**src/design/hms_up_down_timer_core_assert.svh**
```systemverilog
// ----------------------------------------------------------------------------
// hms_up_down_timer_core assertion macros
// Shared property forms for the timer core checks.
// ----------------------------------------------------------------------------
`ifndef HMS_UP_DOWN_TIMER_CORE_ASSERT_SVH
`define HMS_UP_DOWN_TIMER_CORE_ASSERT_SVH

// same-cycle implication
`define HUDT_ASSERT_NOW(name, clk, rst, ante, cons) \
  name: assert property (@(posedge clk) disable iff (rst) (ante) |-> (cons)) \
    else $error("hudt check failed");

// next-cycle implication
`define HUDT_ASSERT_NEXT(name, clk, rst, ante, cons) \
  name: assert property (@(posedge clk) disable iff (rst) (ante) |=> (cons)) \
    else $error("hudt check failed");

`endif

```
**src/design/hudt_pkg.sv**
```systemverilog
// ----------------------------------------------------------------------------
// hudt_pkg
// Types, request codes and digit helpers for the hours:minutes:seconds timer.
// ----------------------------------------------------------------------------
`timescale 1ns / 1ps

package hudt_pkg;

  localparam logic [1:0] REQ_TICK  = 2'd0;
  localparam logic [1:0] REQ_LOAD  = 2'd1;
  localparam logic [1:0] REQ_START = 2'd2;
  localparam logic [1:0] REQ_STOP  = 2'd3;

  localparam logic [6:0] HOUR_MAX = 7'd99;
  localparam logic [5:0] MS_MAX   = 6'd59;

  localparam int IN_DATA_W  = 24;
  localparam int OUT_DATA_W = 24;

  typedef struct packed {
    logic [1:0] req_type;
    logic [6:0] load_hour;
    logic [5:0] load_minute;
    logic [5:0] load_second;
  } req_t;

  typedef struct packed {
    logic [6:0] hours;
    logic [5:0] minutes;
    logic [5:0] seconds;
    logic       running;
    logic       done;
  } disp_t;

  typedef struct packed {
    logic running;
    logic done;
  } flags_t;

  // tens digit of a value below 100 by reciprocal multiply
  function automatic logic [3:0] tens_of(input logic [6:0] v);
    logic [14:0] p;
    p = 15'(v) * 15'd205;
    return p[14:11];
  endfunction

  function automatic logic [3:0] ones_of(input logic [6:0] v);
    logic [6:0] t;
    t = 7'(tens_of(v)) * 7'd10;
    return 4'(v - t);
  endfunction

endpackage

```
**src/design/hudt_in_stage.sv**
```systemverilog
// ----------------------------------------------------------------------------
// hudt_in_stage
// Input register: captures one request item per cycle while s_tready is high.
// ----------------------------------------------------------------------------
`timescale 1ns / 1ps

module hudt_in_stage (
  input  logic           clk,
  input  logic           rst,
  input  logic           s_tvalid,
  output logic           s_tready,
  input  logic [1:0]     s_tuser,
  input  logic [23:0]    s_tdata,
  input  logic           adv,
  output logic           vld,
  output hudt_pkg::req_t req
);
  import hudt_pkg::*;

  assign s_tready = !vld || adv;

  always_ff @(posedge clk) begin
    if (rst) begin
      vld <= 1'b0;
    end else if (s_tready) begin
      vld <= s_tvalid;
    end
  end

  always_ff @(posedge clk) begin
    if (s_tvalid && s_tready) begin
      req.req_type    <= s_tuser;
      req.load_hour   <= s_tdata[6:0];
      req.load_minute <= s_tdata[12:7];
      req.load_second <= s_tdata[18:13];
    end
  end

endmodule

```
**src/design/hudt_timer_state.sv**
```systemverilog
// ----------------------------------------------------------------------------
// hudt_timer_state
// Up and down counters, run and done flags, and their per-item update.
// ----------------------------------------------------------------------------
`timescale 1ns / 1ps

module hudt_timer_state (
  input  logic              clk,
  input  logic              rst,
  input  logic              count_down,
  input  logic              en,
  input  hudt_pkg::req_t    req,
  output hudt_pkg::disp_t   disp_next,
  output hudt_pkg::flags_t  flags
);
  import hudt_pkg::*;

  logic [6:0] up_hours, up_hours_next, down_hours, down_hours_next;
  logic [5:0] up_minutes, up_minutes_next, down_minutes, down_minutes_next;
  logic [5:0] up_seconds, up_seconds_next, down_seconds, down_seconds_next;
  logic       run_enable, run_enable_next, done_flag, done_flag_next;
  logic       down_zero;

  assign down_zero = (down_hours == 7'd0) && (down_minutes == 6'd0) &&
                     (down_seconds == 6'd0);

  always_comb begin
    up_hours_next     = up_hours;
    up_minutes_next   = up_minutes;
    up_seconds_next   = up_seconds;
    down_hours_next   = down_hours;
    down_minutes_next = down_minutes;
    down_seconds_next = down_seconds;
    run_enable_next   = run_enable;
    done_flag_next    = done_flag;
    case (req.req_type)
      REQ_TICK: begin
        if (run_enable) begin
          if (count_down) begin
            if (down_zero) begin
              run_enable_next = 1'b0;
              done_flag_next  = 1'b1;
            end else begin
              done_flag_next = 1'b0;
              if (down_seconds == 6'd0) begin
                down_seconds_next = MS_MAX;
                if (down_minutes == 6'd0) begin
                  down_minutes_next = MS_MAX;
                  down_hours_next   = down_hours - 7'd1;
                end else begin
                  down_minutes_next = down_minutes - 6'd1;
                end
              end else begin
                down_seconds_next = down_seconds - 6'd1;
              end
            end
          end else begin
            if (up_seconds >= MS_MAX) begin
              up_seconds_next = 6'd0;
              if (up_minutes >= MS_MAX) begin
                up_minutes_next = 6'd0;
                up_hours_next   = (up_hours >= HOUR_MAX) ? 7'd0 : up_hours + 7'd1;
              end else begin
                up_minutes_next = up_minutes + 6'd1;
              end
            end else begin
              up_seconds_next = up_seconds + 6'd1;
            end
          end
        end
      end
      REQ_LOAD: begin
        if (count_down) begin
          down_hours_next   = (req.load_hour > HOUR_MAX) ? HOUR_MAX : req.load_hour;
          down_minutes_next = (req.load_minute > MS_MAX) ? MS_MAX : req.load_minute;
          down_seconds_next = (req.load_second > MS_MAX) ? MS_MAX : req.load_second;
        end
      end
      REQ_START: run_enable_next = 1'b1;
      default:   run_enable_next = 1'b0;
    endcase
  end

  always_ff @(posedge clk) begin
    if (rst) begin
      up_hours     <= 7'd0;
      up_minutes   <= 6'd0;
      up_seconds   <= 6'd0;
      down_hours   <= 7'd0;
      down_minutes <= 6'd0;
      down_seconds <= 6'd0;
      run_enable   <= 1'b0;
      done_flag    <= 1'b0;
    end else if (en) begin
      up_hours     <= up_hours_next;
      up_minutes   <= up_minutes_next;
      up_seconds   <= up_seconds_next;
      down_hours   <= down_hours_next;
      down_minutes <= down_minutes_next;
      down_seconds <= down_seconds_next;
      run_enable   <= run_enable_next;
      done_flag    <= done_flag_next;
    end
  end

  assign disp_next.hours   = count_down ? down_hours_next : up_hours_next;
  assign disp_next.minutes = count_down ? down_minutes_next : up_minutes_next;
  assign disp_next.seconds = count_down ? down_seconds_next : up_seconds_next;
  assign disp_next.running = run_enable_next;
  assign disp_next.done    = done_flag_next;

  assign flags.running = run_enable;
  assign flags.done    = done_flag;

endmodule

```
**src/design/hudt_out_stage.sv**
```systemverilog
// ----------------------------------------------------------------------------
// hudt_out_stage
// Result register: splits the selected counter into decimal digits.
// ----------------------------------------------------------------------------
`timescale 1ns / 1ps

module hudt_out_stage (
  input  logic            clk,
  input  logic            rst,
  input  logic            in_vld,
  output logic            rdy,
  input  hudt_pkg::disp_t disp,
  output logic            m_tvalid,
  input  logic            m_tready,
  output logic [23:0]     m_tdata
);
  import hudt_pkg::*;

  logic [23:0] data_next;

  assign rdy = !m_tvalid || m_tready;

  always_comb begin
    data_next[3:0]   = tens_of(disp.hours);
    data_next[7:4]   = ones_of(disp.hours);
    data_next[10:8]  = 3'(tens_of({1'b0, disp.minutes}));
    data_next[14:11] = ones_of({1'b0, disp.minutes});
    data_next[17:15] = 3'(tens_of({1'b0, disp.seconds}));
    data_next[21:18] = ones_of({1'b0, disp.seconds});
    data_next[22]    = disp.running;
    data_next[23]    = disp.done;
  end

  always_ff @(posedge clk) begin
    if (rst) begin
      m_tvalid <= 1'b0;
    end else if (rdy) begin
      m_tvalid <= in_vld;
    end
  end

  always_ff @(posedge clk) begin
    if (rdy && in_vld) begin
      m_tdata <= data_next;
    end
  end

endmodule

```
**src/design/hms_up_down_timer_core.sv**
```systemverilog
// ----------------------------------------------------------------------------
// hms_up_down_timer_core
// Hours:minutes:seconds stopwatch / countdown timer with a direction register.
// ----------------------------------------------------------------------------
// channel  dir  tuser           tdata (lowest bit up)
// s_*      in   req_type[1:0]   load_hour[6:0] load_minute[12:7] load_second[18:13]
// m_*      out  -               digits, is_running[22], countdown_done[23]
// cfg_*    in   -               cfg_wdata = count_down
//
// One item per cycle while m_tready stays high; each accepted item passes
// through the input register, then the state update into the result register.
// rst is synchronous: counters and flags clear, count_down returns to 0.
// m_tready low holds the result and, once the input register is full,
// drops s_tready.
// ----------------------------------------------------------------------------
`timescale 1ns / 1ps

module hms_up_down_timer_core (
  input  logic        clk,
  input  logic        rst,
  input  logic        cfg_we,
  input  logic        cfg_wdata,
  input  logic        s_tvalid,
  output logic        s_tready,
  input  logic [1:0]  s_tuser,   // req_type
  input  logic [23:0] s_tdata,   // load_hour, load_minute, load_second
  output logic        m_tvalid,
  input  logic        m_tready,
  output logic [23:0] m_tdata    // hour_tens, hour_ones, minute_tens, minute_ones,
                                 // second_tens, second_ones, is_running,
                                 // countdown_done
);
  import hudt_pkg::*;

  logic   count_down;
  logic   in_vld;
  logic   out_rdy;
  logic   upd_en;
  req_t   req;
  disp_t  disp_next;
  flags_t flags;

  always_ff @(posedge clk) begin
    if (rst) begin
      count_down <= 1'b0;
    end else if (cfg_we) begin
      count_down <= cfg_wdata;
    end
  end

  assign upd_en = in_vld && out_rdy;

  hudt_in_stage u_in (
    .clk      (clk),
    .rst      (rst),
    .s_tvalid (s_tvalid),
    .s_tready (s_tready),
    .s_tuser  (s_tuser),
    .s_tdata  (s_tdata),
    .adv      (out_rdy),
    .vld      (in_vld),
    .req      (req)
  );

  hudt_timer_state u_state (
    .clk        (clk),
    .rst        (rst),
    .count_down (count_down),
    .en         (upd_en),
    .req        (req),
    .disp_next  (disp_next),
    .flags      (flags)
  );

  hudt_out_stage u_out (
    .clk      (clk),
    .rst      (rst),
    .in_vld   (in_vld),
    .rdy      (out_rdy),
    .disp     (disp_next),
    .m_tvalid (m_tvalid),
    .m_tready (m_tready),
    .m_tdata  (m_tdata)
  );

`include "hms_up_down_timer_core_assert.svh"

  `HUDT_ASSERT_NEXT(a_in_fill, clk, rst, s_tvalid && s_tready, in_vld)
  `HUDT_ASSERT_NEXT(a_out_fill, clk, rst, upd_en, m_tvalid)
  `HUDT_ASSERT_NOW(a_done_stops, clk, rst, $rose(flags.done), !flags.running)
  `HUDT_ASSERT_NOW(a_digits, clk, rst, m_tvalid,
    (m_tdata[3:0] <= 4'd9) && (m_tdata[7:4] <= 4'd9) && (m_tdata[10:8] <= 3'd5) &&
    (m_tdata[14:11] <= 4'd9) && (m_tdata[17:15] <= 3'd5) && (m_tdata[21:18] <= 4'd9))

endmodule

```
**config.mk**
```make
export PLATFORM = sky130hd
export DESIGN_NAME = hms_up_down_timer_core
export DESIGN_NICKNAME = d
export VERILOG_FILES = /design/src/design/hudt_pkg.sv /design/src/design/hudt_in_stage.sv /design/src/design/hudt_timer_state.sv /design/src/design/hudt_out_stage.sv /design/src/design/hms_up_down_timer_core.sv
export VERILOG_INCLUDE_DIRS = /design/src /design/src/design
export SDC_FILE = /design/constraint.sdc
export NUM_CORES = 1
export LEC_CHECK = 0
export ABC_AREA = 0
export BUFFER_PORTS_ARGS = -buffer_cell sky130_fd_sc_hd__buf_2
export CAP_MARGIN = 20
export CORE_ASPECT_RATIO = 1.2
export CORE_MARGIN = 5
export CORE_UTILIZATION = 35
export DETAILED_ROUTE_END_ITERATION = 7
export PLACE_DENSITY_LB_ADDON = 0.12
export SYNTH_ARGS = -nofsm -noshare
export SYNTH_HDL_FRONTEND = slang
export SYNTH_SLANG_ARGS = --single-unit
```
**constraint.sdc**
```tcl
create_clock -name clk -period 8.1 [get_ports clk]
set_input_delay 1.215 -clock clk [delete_from_list [all_inputs] [get_ports clk]]
set_output_delay 1.215 -clock clk [all_outputs]
set_load 0.01 [all_outputs]
```
=== Word-level counts from Yosys, hierarchy flattened ===
Index checks and enable logic that the tools add are counted.

* Magnitude comparators: 6
* Reduce and logical (&&, ||, !) cells: 12
* Add/sub/neg operators: 9
* Multiplexer cells: 49
* Equality and inequality tests: 2
* Multiply operators: 6

{| class="wikitable"
|+ Operators with widths
! cell !! count
|-
| 6-bit 2-to-1 mux || 24
|-
| 7-bit 2-to-1 mux || 14
|-
| 6-bit by 8-bit multiplier with 14-bit output, second input constant || 2
|-
| 6-bit one-hot mux with 2 select lines || 2
|-
| 7-bit by 8-bit multiplier with 15-bit output, second input constant || 1
|-
| 7-bit one-hot mux with 2 select lines || 1
|-
| 6-bit by 1-bit adder with 6-bit output, second input constant || 2
|-
| 6-bit >= comparator, second input constant || 2
|-
| 6-bit greater-than comparator, second input constant || 2
|-
| 6-bit zero test || 2
|-
| 4-bit subtractor || 3
|-
| 6-bit by 1-bit subtractor with 6-bit output, second input constant || 2
|-
| 7-bit by 1-bit adder with 7-bit output, second input constant || 1
|-
| 7-bit >= comparator, second input constant || 1
|-
| 7-bit greater-than comparator, second input constant || 1
|-
| 7-bit zero test || 1
|-
| 1-bit 2-to-1 mux || 7
|-
| 7-bit by 1-bit subtractor with 7-bit output, second input constant || 1
|-
| 3-bit by 3-bit multiplier with 3-bit output, second input constant || 2
|-
| 1-bit logical AND || 4
|-
| 4-bit by 3-bit multiplier with 3-bit output, second input constant || 1
|-
| 1-bit one-hot mux with 3 select lines || 1
|-
| 2-bit by 1-bit equality test with 1-bit output, second input constant || 1
|-
| 2-bit equality test, second input constant || 1
|-
| other kinds (3) || 5
|}

* Bits of input ports: 32
* Flip-flop bits (word level): 88
* Word-level logic and storage cells: 100
* Output and inout port bits: 26

=== Longest topological paths before layout ===
* Depth in word-level cells: 11
* Mapped depth: 29
* Gate-level depth less buffers: 29

=== By module ===
Synthesis repeated with hierarchy kept, for this count alone.

* Cells, all modules: 839
* Area total of the unflattened synthesis: 7517.2 µm²

{| class="wikitable"
|+ By module, submodules not included
! module !! area each (µm²) !! cells each !! sequential area each (µm²) !! times used
|-
| hudt_timer_state || 3644.7 || 513 || 800.8 || 1
|-
| hudt_out_stage || 3146.8 || 296 || 740.7 || 1
|-
| hudt_in_stage || 685.7 || 26 || 650.6 || 1
|-
| hms_up_down_timer_core || 40.0 || 4 || 20.0 || 1
|}

=== Worst setup path before layout ===
Ideal clock, no wire load.

* Path type: reg-to-reg
* Start: reg u_state.down_minutes[0]
* End: reg u_out.m_tdata[7], data pin
* Required time: 7839 ps
* Library setup time: 261 ps
* Clock period less this slack: 7035 ps
* Arrival time: 6774 ps
* Setup slack: 1065 ps
* Stages on the path, launching flop included: 28
* Buffers on the path: 0
* Cell sequence: dfxtp_1 inv_1 ha_1 or4b_4 nor3_1 nand2_1 or4_1 or3_1 o221ai_1 nor2_1 or2_2 ha_1 fa_1 ha_1 inv_1 fa_1 inv_1 ha_1 nand4_1 nor2_1 a2111oi_0 o41ai_4 xor2_2 ha_1 fa_1 xor2_1 xnor2_1 xnor2_1

* Longest elaborated chain between the ends: 11
* Elaborated cells between the ends (all ways): 13
* Classes of those cells: 1 x add/sub; 2 x mul; 7 x mux; 3 x reduce/logical

{| class="wikitable"
|+ Ends and longest elaborated chain
! what !! RTL line !! text
|-
| start: declaration || hudt_timer_state.sv:19 || <nowiki>logic [5:0] up_minutes, up_minutes_next, down_minutes, down_minutes_next;</nowiki>
|-
| start signal: assignment || hudt_timer_state.sv:99 || <nowiki>down_minutes <= down_minutes_next;</nowiki>
|-
| 6-bit zero test * || hudt_timer_state.sv:24, hudt_timer_state.sv:47 ||
|-
| 7-bit 2-to-1 mux or 1-bit logical AND (tied branches) || hudt_timer_state.sv:47, hudt_timer_state.sv:24 ||
|-
| 7-bit 2-to-1 mux or 1-bit logical AND (tied branches) || hudt_timer_state.sv:45, hudt_timer_state.sv:24 ||
|-
| 7-bit 2-to-1 mux * || hudt_timer_state.sv:40 || <nowiki>if (down_zero) begin</nowiki>
|-
| 7-bit 2-to-1 mux * || hudt_timer_state.sv:39 || <nowiki>if (count_down) begin</nowiki>
|-
| 7-bit 2-to-1 mux * || hudt_timer_state.sv:38 || <nowiki>if (run_enable) begin</nowiki>
|-
| 7-bit one-hot mux with 2 select lines * || hudt_timer_state.sv:36 || <nowiki>case (req.req_type)</nowiki>
|-
| 7-bit 2-to-1 mux * || hudt_timer_state.sv:106 || <nowiki>assign disp_next.hours = count_down ? down_hours_next : up_hours_next;</nowiki>
|-
| 7-bit by 8-bit multiplier with 15-bit output * || - ||
|-
| via u_out.data_next[0] || hudt_out_stage.sv:19 || <nowiki>logic [23:0] data_next;</nowiki>
|-
| 4-bit by 3-bit multiplier with 3-bit output * || hudt_pkg.sv:49 || <nowiki>t = 7'(tens_of(v)) * 7'd10;</nowiki>
|-
| 4-bit subtractor * || hudt_pkg.sv:50 || <nowiki>return 4'(v - t);</nowiki>
|-
| via u_out.data_next[7] || hudt_out_stage.sv:19 ||
|-
| end signal: assignment || hudt_out_stage.sv:44 || <nowiki>m_tdata <= data_next;</nowiki>
|-
| end: declaration || hudt_out_stage.sv:15 || <nowiki>output logic [23:0] m_tdata</nowiki>
|}

Mark *: on every way through the listed nets, which the timed path passes. The rest lies on a longest branch.
A chain may end at the register's enable or synchronous reset.

=== Worst setup path in the final report ===
Ends and elaborated chain as after synthesis.

==> reports/metrics.yaml <==
status: "completed"
synth_top_area_share_pct: 19.39
slowest_delay_ps: 500
period_share_pct: 90.10
grt_pass1_wl_microns: 27990
routed_wl_microns: 17120
cp_data_arrival_time_ps: 7400
tightest_slew_ps: 953.9
vias: 5757
ys_seq_area_share_pct: 31.74
rsz0062_at_grt: "false"
antenna_found_initial: 0
drc_errors: 0
start_util_pct: 35.66
critPathSlowestCell: "or4b_4"
drtAntennaViolNets: 0
clockBufferDepth: 2
die_area_sq_um: 22850
track_usage_pct: 15.01
synth_ff_type: "edfxtp_1"
fin_setup_tns_ps: 0
drive_above_1_share_pct: 13.18
hold_viol_final: 0
cts_resized: 0
ys_warn_count: 0
comb_power_share_pct: 19.6
clockRootBuffer: "clkbuf_16"
dr.pass1.iters: 6
routabilityCongestion: 0.9013
ioPinCount: 58
clock_skew_ps: 10.54
synth_cells: 767
synth.avg_cell_area_sq_um: 9.088
worstSetupPathType: "reg2reg"
p_sw_w: 0.0003392
clkPwrFrac_pct: 35.2
sequentialPowerShare_pct: 45.1
die_h_microns: 164.6
synth.distinct_cells: 82
max_freq_mhz: 137.0
holdBufCountCts: 0
p_per_area_nw_per_um2: 145.0
cp_common_cell: "ha_1"
dp_hpwl_microns: 13140
synth_fp_nets: 911
p_int_w: 0.0007871
synth_seq_cells: 88
cts_setup_buffers: 0
fin_crit_ps: 7298
die_width_microns: 138.8
antenna_cells: 0
yosys.area.top_type: "edfxtp_1"
coreArea_sq_um: 19550
synth-compound-area-share_pct: 17.72
slew_violations: 0
clkSlewWorstSetupHoldPaths_ps: 70
crit_required_ps: 8200
ys_top_cells_by_area: "edfxtp_1 (19%), ha_1 (16%), dfxtp_1 (12%)"
synth_mux_area_share_pct: 1.400
clkSinkCount: 88
fin_nets: 951
syn2layout_area_growth_pct: 11.45
wl_per_cell_microns: 15.95
fin_total_pwr_w: 0.001126
finalSetupViolCount: 0
grt_overflow_total: 0
cp_max_fo: 6
startpoint_type: "flip-flop"
grt_max_degree: 61
synth_top_family_by_area: "adder cells"
cts_tree: "built"
drt_iter0_drc: 412
synth_xor_area_share_pct: 3.554
hold_path_class: "reg2reg"
cap_violations: 0
cellLeakagePower_nw: 3.477
rows: 56
insertion_delay_ps: 350
synth-edff-count: 45
portBuffers: 52
htreeDepth: 3
synthArstFlopShare_pct: 0
cts-buffers-inserted: 9
cp-end-kind: "flip-flop"
via_per_inst: 5.365
peakVddDrop_mv: 0.09485
first_global_vias: 5597
synthAdderAreaFrac_pct: 22.58
relSlewSlack_pct: 36.41
synthesis.area_sq_um: 6970
switching_share_pct: 30.12
yosys.area_share.simple_pct: 17.02
## area by class of cell
| class | instances | area (sq um) |
|---|---|---|
| multi-input combinational | 571 | 4340 |
| timing repair buffer | 62 | 335.3 |
| fill | 1991 | 11780 |
| sequential | 88 | 2212 |
| tap | 261 | 326.6 |
| clock inverter | 6 | 43.79 |
| clock buffer | 10 | 229.0 |
| inverter | 75 | 281.5 |
## state kept, by name, summed over array words and instances, names as in the netlist
signal and flops:
u_out.m_tdata 24, u_in.req 21, u_state.down_hours 7, u_state.up_hours 7
u_state.down_minutes 6, u_state.down_seconds 6, u_state.up_minutes 6, u_state.up_seconds 6
count_down 1, u_in.vld 1, u_out.m_tvalid 1, u_state.done_flag 1
u_state.run_enable 1
## worst max-delay path, delay by kind of cell (launching register included)
| kind | cells | cell delay, ps |
|---|---|---|
| xor gates and xnor gates | 4 | 610 |
| and+or+nand+nor | 9 | 2230 |
| buffers and inverters | 4 | 410 |
| AOI/OAI and AO/OA | 4 | 910 |
| adders and majority gates | 7 | 2510 |
| DFF | 1 | 360 |
## placed cells by master (no fill, tap or decap), drive strengths merged, types with 6 or more instances in the layout
master  synthesis  routed
nand3          21      21
or2             9       9
xnor2          15      15
nand4           7       7
ha             89      89
fa             23      23
inv            75      77
a21oi          54      54
clkbuf         24      10
a211oi         16      16
a31oi           9       9
xor2            9       9
buf             9      62
mux2i           6       6
nor2b           7       7
nand2          64      64
dfxtp          43      43
o21ai          40      40
edfxtp         45      45
nor2           83      83
nor3           22      22
## power groups by stage
stage / Combinational (W) / Sequential [W] / Clock [W]
after floorplan: 0.000156 / 0.000518 / 0
after CTS: 0.000224 / 0.000508 / 0.000412
after global placement: 0.000217 / 0.000518 / 0
after global routing: 0.000251 / 0.000510 / 0.000432
final: 0.000221 / 0.000508 / 0.000397
after detailed placement: 0.000223 / 0.000518 / 0
## synth_stat cells (4+ instances only)
library cell,n
a211oi_1,15
a21o_1,4
a21oi_1,53
a222oi_1,4
a311oi_1,5
a31oi_1,9
a41oi_1,5
and2_1,4
buf_2,4
clkbuf_1,24
dfxtp_1,43
edfxtp_1,45
fa_1,23
ha_1,89
inv_1,73
mux2i_1,6
nand2_1,63
nand2b_1,4
nand3_1,21
nand4_1,7
nor2_1,82
nor2b_1,7
nor3_1,21
o21a_1,5
o21ai_0,39
o31ai_1,5
or2_2,8
xnor2_1,15
xor2_1,7
## layer usage
metal | global-route usage, % | part of all wire, % | vias up
met5 | 0 | 0 | -
met4 | 5.383 | 2.0 | 0
met3 | 2.867 | 4.6 | 29
met2 | 26.34 | 50 | 136
met1 | 18.48 | 44 | 2753
li1 | - | - | 2839
## final timing paths
kind                                              start                 to  slack (ps)  cells after the start
worst max-delay path            u_state.down_minutes[0]   u_out.m_tdata[7]         800                     28
worst min-delay path                  u_state.done_flag  u_state.done_flag         460                      2
worst max register to register  u_state.down_minutes[0]   u_out.m_tdata[7]         800                     28
worst min register to register        u_state.done_flag  u_state.done_flag         460                      2
## stage by stage
step | cells | instance area [sq um] | worst slack [ps] | utilization [%] | hold WS, ps
after floorplan | 767 | 6970 | 1065 | - | 436.6
after CTS | 1073 | 7769 | 809.1 | 39.74 | 461.7
after global placement | 1057 | 7496 | 818.8 | 38.34 | 446.3
after detailed placement | 1057 | 7496 | 824.6 | 38.34 | 450.6
after global routing | 1073 | 7769 | 386.7 | 39.74 | 481.9
final | 1073 | 7769 | 802.2 | 39.74 | 459.9
## cells by family after synthesis
kind of cell | count (synthesis)
adders and majority gates | 112
and+or+nand+nor | 245
buffers and inverters | 108
DFF | 88
AOI/OAI and AO/OA | 180
xor gates and xnor gates | 25
muxes | 9
(Power assumes the default switching activity.)
